### src/design/mwps_pkg.sv
// Shared types, codes and constants for the motor work/pause sequencer.
// Used by the channel interfaces and by every module of the block.
`default_nettype none

package mwps_pkg;

  // Field widths.
  localparam int unsigned OpW     = 3;
  localparam int unsigned ModeW   = 2;
  localparam int unsigned SpeedW  = 2;
  localparam int unsigned LevelW  = 16;
  localparam int unsigned CfgIdxW = 2;

  // Input operation codes.
  localparam logic [OpW-1:0] OP_TICK        = 3'd0;
  localparam logic [OpW-1:0] OP_START       = 3'd1;
  localparam logic [OpW-1:0] OP_STOP        = 3'd2;
  localparam logic [OpW-1:0] OP_TOGGLE_DIR  = 3'd3;
  localparam logic [OpW-1:0] OP_TOGGLE_SPD  = 3'd4;
  localparam logic [OpW-1:0] OP_NEXT_MODE   = 3'd5;
  localparam logic [OpW-1:0] OP_SET_MODE    = 3'd6;

  // Configuration register indexes.
  localparam logic [CfgIdxW-1:0] CFG_DUTY_LEVEL0 = 2'd0;
  localparam logic [CfgIdxW-1:0] CFG_DUTY_LEVEL1 = 2'd1;
  localparam logic [CfgIdxW-1:0] CFG_DUTY_LEVEL2 = 2'd2;
  localparam logic [CfgIdxW-1:0] CFG_DUTY_OFF    = 2'd3;

  // Mode numbers.
  localparam logic [ModeW-1:0] MODE_BASE = 2'd0;
  localparam logic [ModeW-1:0] MODE_A    = 2'd1;
  localparam logic [ModeW-1:0] MODE_B    = 2'd2;
  localparam logic [ModeW-1:0] MODE_C    = 2'd3;

  // Speed levels.
  localparam logic [SpeedW-1:0] SPEED_0 = 2'd0;
  localparam logic [SpeedW-1:0] SPEED_1 = 2'd1;
  localparam logic [SpeedW-1:0] SPEED_2 = 2'd2;

  // Timer limits.
  localparam logic [LevelW-1:0] REVERSE_INTERVAL = 16'd60000;
  localparam logic [LevelW-1:0] TIMER_MAX        = 16'hFFFF;

  // Reset values of the duty registers.
  localparam logic [LevelW-1:0] RST_DUTY_LEVEL0 = 16'd85;
  localparam logic [LevelW-1:0] RST_DUTY_LEVEL1 = 16'd70;
  localparam logic [LevelW-1:0] RST_DUTY_LEVEL2 = 16'd100;
  localparam logic [LevelW-1:0] RST_DUTY_OFF    = 16'd0;

  typedef struct packed {
    logic [LevelW-1:0] duty_level0;
    logic [LevelW-1:0] duty_level1;
    logic [LevelW-1:0] duty_level2;
    logic [LevelW-1:0] duty_off;
  } mwps_cfg_t;

  typedef struct packed {
    logic [OpW-1:0]   op;
    logic [ModeW-1:0] target_mode;
    logic             power_on;
  } mwps_item_t;

  typedef struct packed {
    logic              direction;
    logic [ModeW-1:0]  mode;
    logic [SpeedW-1:0] speed;
    logic              phase;
    logic [LevelW-1:0] phase_timer;
    logic [LevelW-1:0] reverse_timer;
    logic [LevelW-1:0] chan1_hold;
    logic [LevelW-1:0] chan2_hold;
  } mwps_state_t;

  // Work phase length of each mode in ticks.
  function automatic logic [LevelW-1:0] work_ticks(input logic [ModeW-1:0] mode);
    logic [LevelW-1:0] t;
    case (mode)
      MODE_BASE: t = 16'd60000;
      MODE_A:    t = 16'd1500;
      MODE_B:    t = 16'd2000;
      default:   t = 16'd1000;
    endcase
    return t;
  endfunction

  // Pause phase length of each mode in ticks.
  function automatic logic [LevelW-1:0] pause_ticks(input logic [ModeW-1:0] mode);
    logic [LevelW-1:0] t;
    case (mode)
      MODE_BASE: t = 16'd1000;
      default:   t = 16'd500;
    endcase
    return t;
  endfunction

  // Duty value of a speed level; the unused level reads as the top level.
  function automatic logic [LevelW-1:0] level_duty(input mwps_cfg_t cfg,
                                                   input logic [SpeedW-1:0] speed);
    logic [LevelW-1:0] d;
    case (speed)
      SPEED_0: d = cfg.duty_level0;
      SPEED_1: d = cfg.duty_level1;
      default: d = cfg.duty_level2;
    endcase
    return d;
  endfunction

endpackage

`default_nettype wire

### src/design/mwps_intf.sv
// Valid/ready channel interfaces of the motor work/pause sequencer.
// Depends on mwps_pkg for the field widths.
`default_nettype none

// Input items: one operation per transfer.
interface mwps_item_if;
  import mwps_pkg::*;
  logic             valid;
  logic             ready;
  logic [OpW-1:0]   op;
  logic [ModeW-1:0] target_mode;
  logic             power_on;

  modport source (output valid, output op, output target_mode, output power_on, input ready);
  modport sink   (input valid, input op, input target_mode, input power_on, output ready);
endinterface

// Result items: channel levels and status.
interface mwps_result_if;
  import mwps_pkg::*;
  logic              valid;
  logic              ready;
  logic [LevelW-1:0] chan1_level;
  logic [LevelW-1:0] chan2_level;
  logic              reverse_dir;
  logic [ModeW-1:0]  mode_now;
  logic [SpeedW-1:0] speed_now;
  logic              in_work_phase;

  modport source (output valid, output chan1_level, output chan2_level, output reverse_dir,
                  output mode_now, output speed_now, output in_work_phase, input ready);
  modport sink   (input valid, input chan1_level, input chan2_level, input reverse_dir,
                  input mode_now, input speed_now, input in_work_phase, output ready);
endinterface

// Configuration writes: register index and data.
interface mwps_cfg_if;
  import mwps_pkg::*;
  logic               valid;
  logic               ready;
  logic [CfgIdxW-1:0] idx;
  logic [LevelW-1:0]  wdata;

  modport source (output valid, output idx, output wdata, input ready);
  modport sink   (input valid, input idx, input wdata, output ready);
endinterface

`default_nettype wire

### src/design/mwps_cfg_regs.sv
// Duty level configuration registers of the motor work/pause sequencer.
// Depends on mwps_pkg for the register indexes and reset values.
`default_nettype none

module mwps_cfg_regs (
  input  wire logic                        clk_i,
  input  wire logic                        rst_ni,
  input  wire logic                        wr_valid_i,
  input  wire logic [mwps_pkg::CfgIdxW-1:0] wr_idx_i,
  input  wire logic [mwps_pkg::LevelW-1:0]  wr_data_i,
  output      logic                        wr_ready_o,
  output      mwps_pkg::mwps_cfg_t         cfg_o
);
  import mwps_pkg::*;

  mwps_cfg_t cfg_q;

  // Writes are always taken.
  assign wr_ready_o = 1'b1;

  // One register is written per transfer.
  always_ff @(posedge clk_i or negedge rst_ni) begin
    if (!rst_ni) begin
      cfg_q.duty_level0 <= RST_DUTY_LEVEL0;
      cfg_q.duty_level1 <= RST_DUTY_LEVEL1;
      cfg_q.duty_level2 <= RST_DUTY_LEVEL2;
      cfg_q.duty_off    <= RST_DUTY_OFF;
    end else if (wr_valid_i) begin
      unique case (wr_idx_i)
        CFG_DUTY_LEVEL0: cfg_q.duty_level0 <= wr_data_i;
        CFG_DUTY_LEVEL1: cfg_q.duty_level1 <= wr_data_i;
        CFG_DUTY_LEVEL2: cfg_q.duty_level2 <= wr_data_i;
        CFG_DUTY_OFF:    cfg_q.duty_off    <= wr_data_i;
        default: ;
      endcase
    end
  end

  assign cfg_o = cfg_q;

endmodule

`default_nettype wire

### src/design/mwps_step.sv
// Next-state logic of the motor work/pause sequencer for one input item.
// Depends on mwps_pkg for codes, mode tables and the duty selection.
`default_nettype none

module mwps_step (
  input  wire mwps_pkg::mwps_state_t state_i,
  input  wire mwps_pkg::mwps_item_t  item_i,
  input  wire mwps_pkg::mwps_cfg_t   cfg_i,
  output      mwps_pkg::mwps_state_t state_o
);
  import mwps_pkg::*;

  always_comb begin
    mwps_state_t       s;
    logic              interval;
    logic [LevelW-1:0] duty;

    s        = state_i;
    duty     = '0;
    interval = (state_i.mode == MODE_BASE) || (state_i.mode == MODE_A);

    unique case (item_i.op)
      OP_TICK: begin
        if (item_i.power_on) begin
          // Reversal timer of the interval modes.
          if (interval) begin
            if (s.reverse_timer != TIMER_MAX) begin
              s.reverse_timer = s.reverse_timer + 16'd1;
            end else begin
              s.reverse_timer = '0;
            end
          end
          // Work and pause phase sequencing.
          if (s.phase) begin
            if (s.phase_timer >= work_ticks(s.mode)) begin
              s.chan1_hold  = cfg_i.duty_off;
              s.chan2_hold  = cfg_i.duty_off;
              s.phase       = 1'b0;
              s.phase_timer = '0;
              if (s.mode == MODE_B) begin
                s.direction = ~s.direction;
              end
            end else if (s.phase_timer != TIMER_MAX) begin
              s.phase_timer = s.phase_timer + 16'd1;
            end
          end else begin
            if (s.phase_timer >= pause_ticks(s.mode)) begin
              duty          = level_duty(cfg_i, s.speed);
              s.chan1_hold  = s.direction ? cfg_i.duty_off : duty;
              s.chan2_hold  = s.direction ? duty : cfg_i.duty_off;
              s.phase       = 1'b1;
              s.phase_timer = '0;
            end else if (s.phase_timer != TIMER_MAX) begin
              s.phase_timer = s.phase_timer + 16'd1;
            end
          end
          // Interval reversal flips direction and restarts the drive.
          if (interval && (s.reverse_timer >= REVERSE_INTERVAL)) begin
            s.direction     = ~s.direction;
            s.reverse_timer = '0;
            duty            = level_duty(cfg_i, s.speed);
            s.chan1_hold    = s.direction ? cfg_i.duty_off : duty;
            s.chan2_hold    = s.direction ? duty : cfg_i.duty_off;
          end
        end
      end
      OP_START: begin
        duty         = level_duty(cfg_i, s.speed);
        s.chan1_hold = s.direction ? cfg_i.duty_off : duty;
        s.chan2_hold = s.direction ? duty : cfg_i.duty_off;
      end
      OP_STOP: begin
        s.chan1_hold = cfg_i.duty_off;
        s.chan2_hold = cfg_i.duty_off;
      end
      OP_TOGGLE_DIR: begin
        s.chan1_hold = cfg_i.duty_off;
        s.chan2_hold = cfg_i.duty_off;
        s.direction  = ~s.direction;
      end
      OP_TOGGLE_SPD: begin
        s.speed      = (s.speed >= SPEED_2) ? SPEED_0 : s.speed + 2'd1;
        duty         = level_duty(cfg_i, s.speed);
        s.chan1_hold = s.direction ? cfg_i.duty_off : duty;
        s.chan2_hold = s.direction ? duty : cfg_i.duty_off;
      end
      OP_NEXT_MODE: begin
        s.chan1_hold    = cfg_i.duty_off;
        s.chan2_hold    = cfg_i.duty_off;
        s.mode          = s.mode + 2'd1;
        s.phase_timer   = '0;
        s.reverse_timer = '0;
        s.phase         = 1'b0;
      end
      OP_SET_MODE: begin
        s.mode          = item_i.target_mode;
        s.phase_timer   = '0;
        s.reverse_timer = '0;
        s.phase         = 1'b0;
      end
      default: ;
    endcase

    state_o = s;
  end

endmodule

`default_nettype wire

### src/design/motor_work_pause_sequencer.sv
// Motor work/pause sequencer: one result per input item, one item per cycle while results are taken.
// An item is held in the input register, and its result is registered in the
// state register once the result slot is free.
// Throughput: one item per cycle while the result sink is ready, set by the single state update per item.
// The result register is the state register itself; it is held while stalled.
// Reset: duty registers to 85/70/100/0, forward, mode 0, speed 0, paused, channels off.
`default_nettype none

module motor_work_pause_sequencer (
  input wire logic    clk_i,
  input wire logic    rst_ni,
  mwps_item_if.sink   item_i,
  mwps_result_if.source result_o,
  mwps_cfg_if.sink    cfg_i
);
  import mwps_pkg::*;

  mwps_cfg_t   cfg;
  mwps_item_t  item_q;
  logic        in_valid_q;
  logic        out_valid_q;
  mwps_state_t state_q;
  mwps_state_t state_d;
  logic        advance;
  logic        in_ready;

  // Duty registers.
  mwps_cfg_regs u_cfg_regs (
    .clk_i      (clk_i),
    .rst_ni     (rst_ni),
    .wr_valid_i (cfg_i.valid),
    .wr_idx_i   (cfg_i.idx),
    .wr_data_i  (cfg_i.wdata),
    .wr_ready_o (cfg_i.ready),
    .cfg_o      (cfg)
  );

  // The held item moves into the state when the result slot is free.
  assign advance  = in_valid_q && (!out_valid_q || result_o.ready);
  assign in_ready = !in_valid_q || advance;
  assign item_i.ready = in_ready;

  // Input register.
  always_ff @(posedge clk_i or negedge rst_ni) begin
    if (!rst_ni) begin
      in_valid_q <= 1'b0;
    end else if (in_ready) begin
      in_valid_q <= item_i.valid;
    end
  end

  always_ff @(posedge clk_i) begin
    if (in_ready && item_i.valid) begin
      item_q.op          <= item_i.op;
      item_q.target_mode <= item_i.target_mode;
      item_q.power_on    <= item_i.power_on;
    end
  end

  // Next state for the held item.
  mwps_step u_step (
    .state_i (state_q),
    .item_i  (item_q),
    .cfg_i   (cfg),
    .state_o (state_d)
  );

  // State and result valid.
  always_ff @(posedge clk_i or negedge rst_ni) begin
    if (!rst_ni) begin
      out_valid_q           <= 1'b0;
      state_q.direction     <= 1'b0;
      state_q.mode          <= MODE_BASE;
      state_q.speed         <= SPEED_0;
      state_q.phase         <= 1'b0;
      state_q.phase_timer   <= '0;
      state_q.reverse_timer <= '0;
      state_q.chan1_hold    <= RST_DUTY_OFF;
      state_q.chan2_hold    <= RST_DUTY_OFF;
    end else begin
      if (advance) begin
        out_valid_q <= 1'b1;
        state_q     <= state_d;
      end else if (result_o.ready) begin
        out_valid_q <= 1'b0;
      end
    end
  end

  // Result fields come straight from the state.
  assign result_o.valid         = out_valid_q;
  assign result_o.chan1_level   = state_q.chan1_hold;
  assign result_o.chan2_level   = state_q.chan2_hold;
  assign result_o.reverse_dir   = state_q.direction;
  assign result_o.mode_now      = state_q.mode;
  assign result_o.speed_now     = state_q.speed;
  assign result_o.in_work_phase = state_q.phase;

endmodule

`default_nettype wire

### src/flat_wrapper.sv
// flat-port wrapper written by rule: the top's interface ports become plain ports
module motor_work_pause_sequencer_flat import mwps_pkg::*;
  (clk_i, rst_ni, item_i_valid, item_i_op, item_i_target_mode, item_i_power_on, item_i_ready, result_o_valid, result_o_chan1_level, result_o_chan2_level, result_o_reverse_dir, result_o_mode_now, result_o_speed_now, result_o_in_work_phase, result_o_ready, cfg_i_valid, cfg_i_idx, cfg_i_wdata, cfg_i_ready);
  mwps_item_if item_i_i ();
  mwps_result_if result_o_i ();
  mwps_cfg_if cfg_i_i ();
  input wire logic clk_i;
  input wire logic rst_ni;
  input wire logic [$bits(item_i_i.valid)-1:0] item_i_valid;
  input wire logic [$bits(item_i_i.op)-1:0] item_i_op;
  input wire logic [$bits(item_i_i.target_mode)-1:0] item_i_target_mode;
  input wire logic [$bits(item_i_i.power_on)-1:0] item_i_power_on;
  output wire logic [$bits(item_i_i.ready)-1:0] item_i_ready;
  output wire logic [$bits(result_o_i.valid)-1:0] result_o_valid;
  output wire logic [$bits(result_o_i.chan1_level)-1:0] result_o_chan1_level;
  output wire logic [$bits(result_o_i.chan2_level)-1:0] result_o_chan2_level;
  output wire logic [$bits(result_o_i.reverse_dir)-1:0] result_o_reverse_dir;
  output wire logic [$bits(result_o_i.mode_now)-1:0] result_o_mode_now;
  output wire logic [$bits(result_o_i.speed_now)-1:0] result_o_speed_now;
  output wire logic [$bits(result_o_i.in_work_phase)-1:0] result_o_in_work_phase;
  input wire logic [$bits(result_o_i.ready)-1:0] result_o_ready;
  input wire logic [$bits(cfg_i_i.valid)-1:0] cfg_i_valid;
  input wire logic [$bits(cfg_i_i.idx)-1:0] cfg_i_idx;
  input wire logic [$bits(cfg_i_i.wdata)-1:0] cfg_i_wdata;
  output wire logic [$bits(cfg_i_i.ready)-1:0] cfg_i_ready;
  assign item_i_i.valid = item_i_valid;
  assign item_i_i.op = item_i_op;
  assign item_i_i.target_mode = item_i_target_mode;
  assign item_i_i.power_on = item_i_power_on;
  assign item_i_ready = item_i_i.ready;
  assign result_o_valid = result_o_i.valid;
  assign result_o_chan1_level = result_o_i.chan1_level;
  assign result_o_chan2_level = result_o_i.chan2_level;
  assign result_o_reverse_dir = result_o_i.reverse_dir;
  assign result_o_mode_now = result_o_i.mode_now;
  assign result_o_speed_now = result_o_i.speed_now;
  assign result_o_in_work_phase = result_o_i.in_work_phase;
  assign result_o_i.ready = result_o_ready;
  assign cfg_i_i.valid = cfg_i_valid;
  assign cfg_i_i.idx = cfg_i_idx;
  assign cfg_i_i.wdata = cfg_i_wdata;
  assign cfg_i_ready = cfg_i_i.ready;
  motor_work_pause_sequencer u_core (.clk_i(clk_i), .rst_ni(rst_ni), .item_i(item_i_i), .result_o(result_o_i), .cfg_i(cfg_i_i));
endmodule
### config.mk
export PLATFORM = sky130hd
export DESIGN_NAME = motor_work_pause_sequencer_flat
export DESIGN_NICKNAME = d
export VERILOG_FILES = /design/src/design/mwps_pkg.sv /design/src/design/mwps_intf.sv /design/src/design/mwps_cfg_regs.sv /design/src/design/mwps_step.sv /design/src/design/motor_work_pause_sequencer.sv /design/src/flat_wrapper.sv
export SDC_FILE = /design/constraint.sdc
export NUM_CORES = 1
export LEC_CHECK = 0
export BUFFER_PORTS_ARGS = -buffer_cell sky130_fd_sc_hd__buf_2
export CORE_MARGIN = 2
export CORE_UTILIZATION = 55
export DETAILED_ROUTE_END_ITERATION = 8
export GPL_ROUTABILITY_DRIVEN = 0
export GPL_TIMING_DRIVEN = 1
export MAX_ROUTING_LAYER = met4
export PLACE_DENSITY = 0.77
export SLEW_MARGIN = 20
export SYNTH_ARGS = -nofsm -noshare
export SYNTH_HDL_FRONTEND = slang
export SYNTH_SLANG_ARGS = --single-unit
### constraint.sdc
create_clock -name clk_i -period 2.95 [get_ports clk_i]
set_input_delay 0.4425 -clock clk_i [delete_from_list [all_inputs] [get_ports clk_i]]
set_output_delay 0.4425 -clock clk_i [all_outputs]
set_load 0.03 [all_outputs]
==> results.json <==
{
  "hold_class": "in -> async",
  "max_freq_mhz": 326,
  "top_layer": "met4",
  "crit_family": "compound AO/OA/AOI/OAI gates",
  "placed_cells": 1088,
  "crit_type": "reg -> reg",
  "syn_avg_cell_area_sq_um": 10.2,
  "hold_violations": 0,
  "fin_ws_ns": -0.119,
  "synthFlopType": "dfrtp_1",
  "cts_max_level": 4,
  "core_sq_um": 15300,
  "fin_util": 0.687,
  "drt_iter0_drc": 723,
  "start_util": 0.566,
  "final_cells": 1149,
  "rsz0062_at_grt": "yes",
  "vias_per_cell": 6.22,
  "hold_buffers": 0,
  "irDropWorstVdd_v": 0.000476,
  "synth_warnings": 0,
  "final_cell_mix": "dfrtp_1, mux2i_1, nand2_1, buf_2, mux2_2",
  "synth_cell_types": 65,
  "diodes": 0,
  "min_period_over_period": 1.04,
  "vias": 7145,
  "insertion_delay_ns": 0.43,
  "min_period_ns": 3.07,
  "met3_wirelength_mm": 1.22,
  "wl_per_cell_microns": 19.5,
  "maxSlewHeadroom": 0.377,
  "routed-wl-met2_mm": 11.2,
  "finalSetupTns_ns": -2.22,
  "clk_pin_slew_ns": 0.07,
  "cp-end-kind": "register",
  "die_area_sq_um": 16800,
  "drive_gt1_frac": 0.342,
  "area_growth_pct": 21.3,
  "cts_tree": "done",
  "cp.arrival_ns": 3.38,
  "cp.required_ns": 3.26,
  "synth_edf_count": 6,
  "p_leak_nw": 4.54,
  "status": "finished, violations left",
  "finalClockSkew_ns": 0.0106,
  "tightest_slew_ns": 0.935,
  "drv_slew": 0,
  "rows": 45,
  "cp_max_fo": 8,
  "place_hpwl_mm": 14.2,
  "first_global_vias": 6815,
  "ys_async_sr_fraction": 0.958,
  "nFillCells": 1106,
  "dr.pass1.iters": 7,
  "cts.sinks": 142,
  "die_x_microns": 130,
  "grt_pass1_wl_mm": 34.7,
  "ys_seq_elements": 142,
  "clock_path_buffers": 2,
  "drcViolationCount": 0,
  "design.final.nets": 977,
  "ant_nets": 0,
  "grt_max_degree": 80,
  "cts_root_buffer": "clkbuf_16",
  "die_h_microns": 130,
  "holdWs_ns": 0.0571,
  "synth_area_sq_um": 8670,
  "ys_top_cells_by_area": "dfrtp_1, mux2i_1, mux2_2",
  "max-cap-violations": 0,
  "wl_met1_mm": 9.40,
  "slowest_stage": "dfrtp_2",
  "syn-num-nets": 899,
  "yosysTopAreaCell": "dfrtp_1",
  "ys_seq_area_frac": 0.415,
  "grt_usage": 0.270,
  "cts_buffers": 17,
  "postSynthCellCount": 847,
  "final_common_cell": "dfrtp_1",
  "gr-total-overflow": 0,
  "violations": "setup timing",
  "yosysTopAreaCellShare": 0.364,
  "power_density_nw_per_um2": 768,
  "boundaryPins": 70,
  "crit_chain": "inv_4 > ha_4 > o211ai_1 > buf_4 > nor2_1 > o21ai_1 > a32oi_1 > a21oi_1 > o211a_1 > buf_12 > mux2i_4 > buf_12 > mux2i_2 > o21ai_1",
  "port_buffers": 68,
  "worstSetupStartpointType": "register",
  "setup_viol": 35,
  "critical_path_buf_inv_count": 4,
  "routed_wl_mm": 22.4,
  "antenna_found_initial": 0,
  "slowest_delay_ns": 0.45
}
[worst paths after layout]
| kind | depth (start not counted) | end | slack (ns) | startpoint |
|---|---|---|---|---|
| worst max-delay path | 14 | u_core.result_o.chan2_level[7]$_DFFE_PN0P_ | -0.12 | u_core.result_o.mode_now[0]$_DFFE_PN0P_ |
| worst min-delay path | 1 | u_core.state_q[55]$_DFFE_PN0P_ | 0.06 | rst_ni |
| worst max register to register | 14 | u_core.result_o.chan2_level[7]$_DFFE_PN0P_ | -0.12 | u_core.result_o.mode_now[0]$_DFFE_PN0P_ |
| worst min register to register | 2 | u_core.result_o.chan2_level[2]$_DFFE_PN0P_ | 0.50 | u_core.result_o.chan2_level[2]$_DFFE_PN0P_ |
| max in group asynchronous | 2 | u_core.state_q[38]$_DFFE_PN0P_ | 2.11 | rst_ni |
| min in group clk_i | 1 | u_core.item_q[1]$_DFFE_PP_ | 0.19 | item_i_target_mode[0] |
[kinds of logic after synthesis]
kind of cell             Yosys count  synth area share
buffers and inverters            101            0.0688
adder cells (fa/ha/maj)           23            0.0332
multiplexers                     166             0.203
XOR/XNOR                           5           0.00505
AO/OA/AOI/OAI                    227             0.169
other                              1          0.000432
flip-flops                       142             0.415
AND/OR/NAND/NOR                  182             0.106
[per-layer routing]
layer | up-vias | track usage
li1 | 3263 | -
met5 | - | -
met1 | 3522 | 0.337
met2 | 301 | 0.442
met3 | 59 | 0.0545
met4 | 0 | 0.0892
[state kept, by name, summed over array words and instances (netlist names), 2 cells and up]
signal and cells:
u_core.item_q 6, u_core.u_cfg_regs.cfg_o 64, u_core.result_o.chan1_level 16, u_core.result_o.chan2_level 16
u_core.result_o.mode_now 2, u_core.result_o.speed_now 2, u_core.state_q 32
[what timing repair did]
| item | CTS | global route |
|---|---|---|
| setup endpoints to repair | 36 | 59 |
| hold endpoints to repair | 0 | 0 |
| gates cloned | 1 | 2 |
| pin swaps | 17 | 31 |
| buffers inserted | 13 | 13 |
| gates resized for setup | 25 | 67 |
[worst reg2reg max path: cells and delay by family, from the launching register on]
family          cells  cell delay (ns)
fa+ha+maj           1             0.17
compound gates      6             1.18
mux                 2             0.50
flops               1             0.45
buf+inv             4             0.57
simple gates        1             0.05
[synthesized netlist by cell type, drive strengths merged (2+ instances only)]
cell type / number
xnor2: 3
o21ai: 102
dfrtp: 126
nand2: 72
a21o: 10
a31oi: 15
nand4: 6
nor3b: 7
and2: 4
xor2: 2
edfxtp: 6
nand3: 13
or2: 3
o22a: 2
nor3: 18
and4: 2
clkbuf: 34
dfstp: 10
nand2b: 6
o31ai: 5
a22o: 51
inv: 18
and3: 4
a21oi: 23
nor2: 31
mux2: 67
o211ai: 5
mux2i: 99
or4: 2
nand3b: 4
o21a: 3
buf: 49
nor4: 6
ha: 23
or3: 3
[report_power, final]
part	switching, mW	internal, mW	leakage (nW)	total (mW)
combinational	1.70	1.27	2.51	2.96
sequential	0.483	2.40	1.73	2.88
clock	0.915	1.32	0.299	2.24
total	3.09	4.99	4.54	8.08
[area by class of cell]
type | count | area (sq um) | area share
timing repair buffer | 142 | 1140 | 0.108
sequential | 142 | 3600 | 0.342
clock inverter | 12 | 149 | 0.0141
tap | 211 | 264 | 0.0251
multi-input combinational | 604 | 4840 | 0.460
inverter | 18 | 72.6 | 0.00690
clock buffer | 20 | 458 | 0.0435
[per-stage QoR]
stage | setup WS (ns) | power, mW | cell area [sq um]
final | -0.119 | 8.08 | 10500
after global routing | -0.237 | 8.47 | 10500
after CTS | -0.0453 | 7.87 | 10100
after detailed placement | -0.238 | 5.51 | 9270
after global placement | -0.0313 | 5.43 | 9270
after floorplan | 0.00780 | 4.98 | 8720
Note: power is estimated with default switching activity, not from simulation.
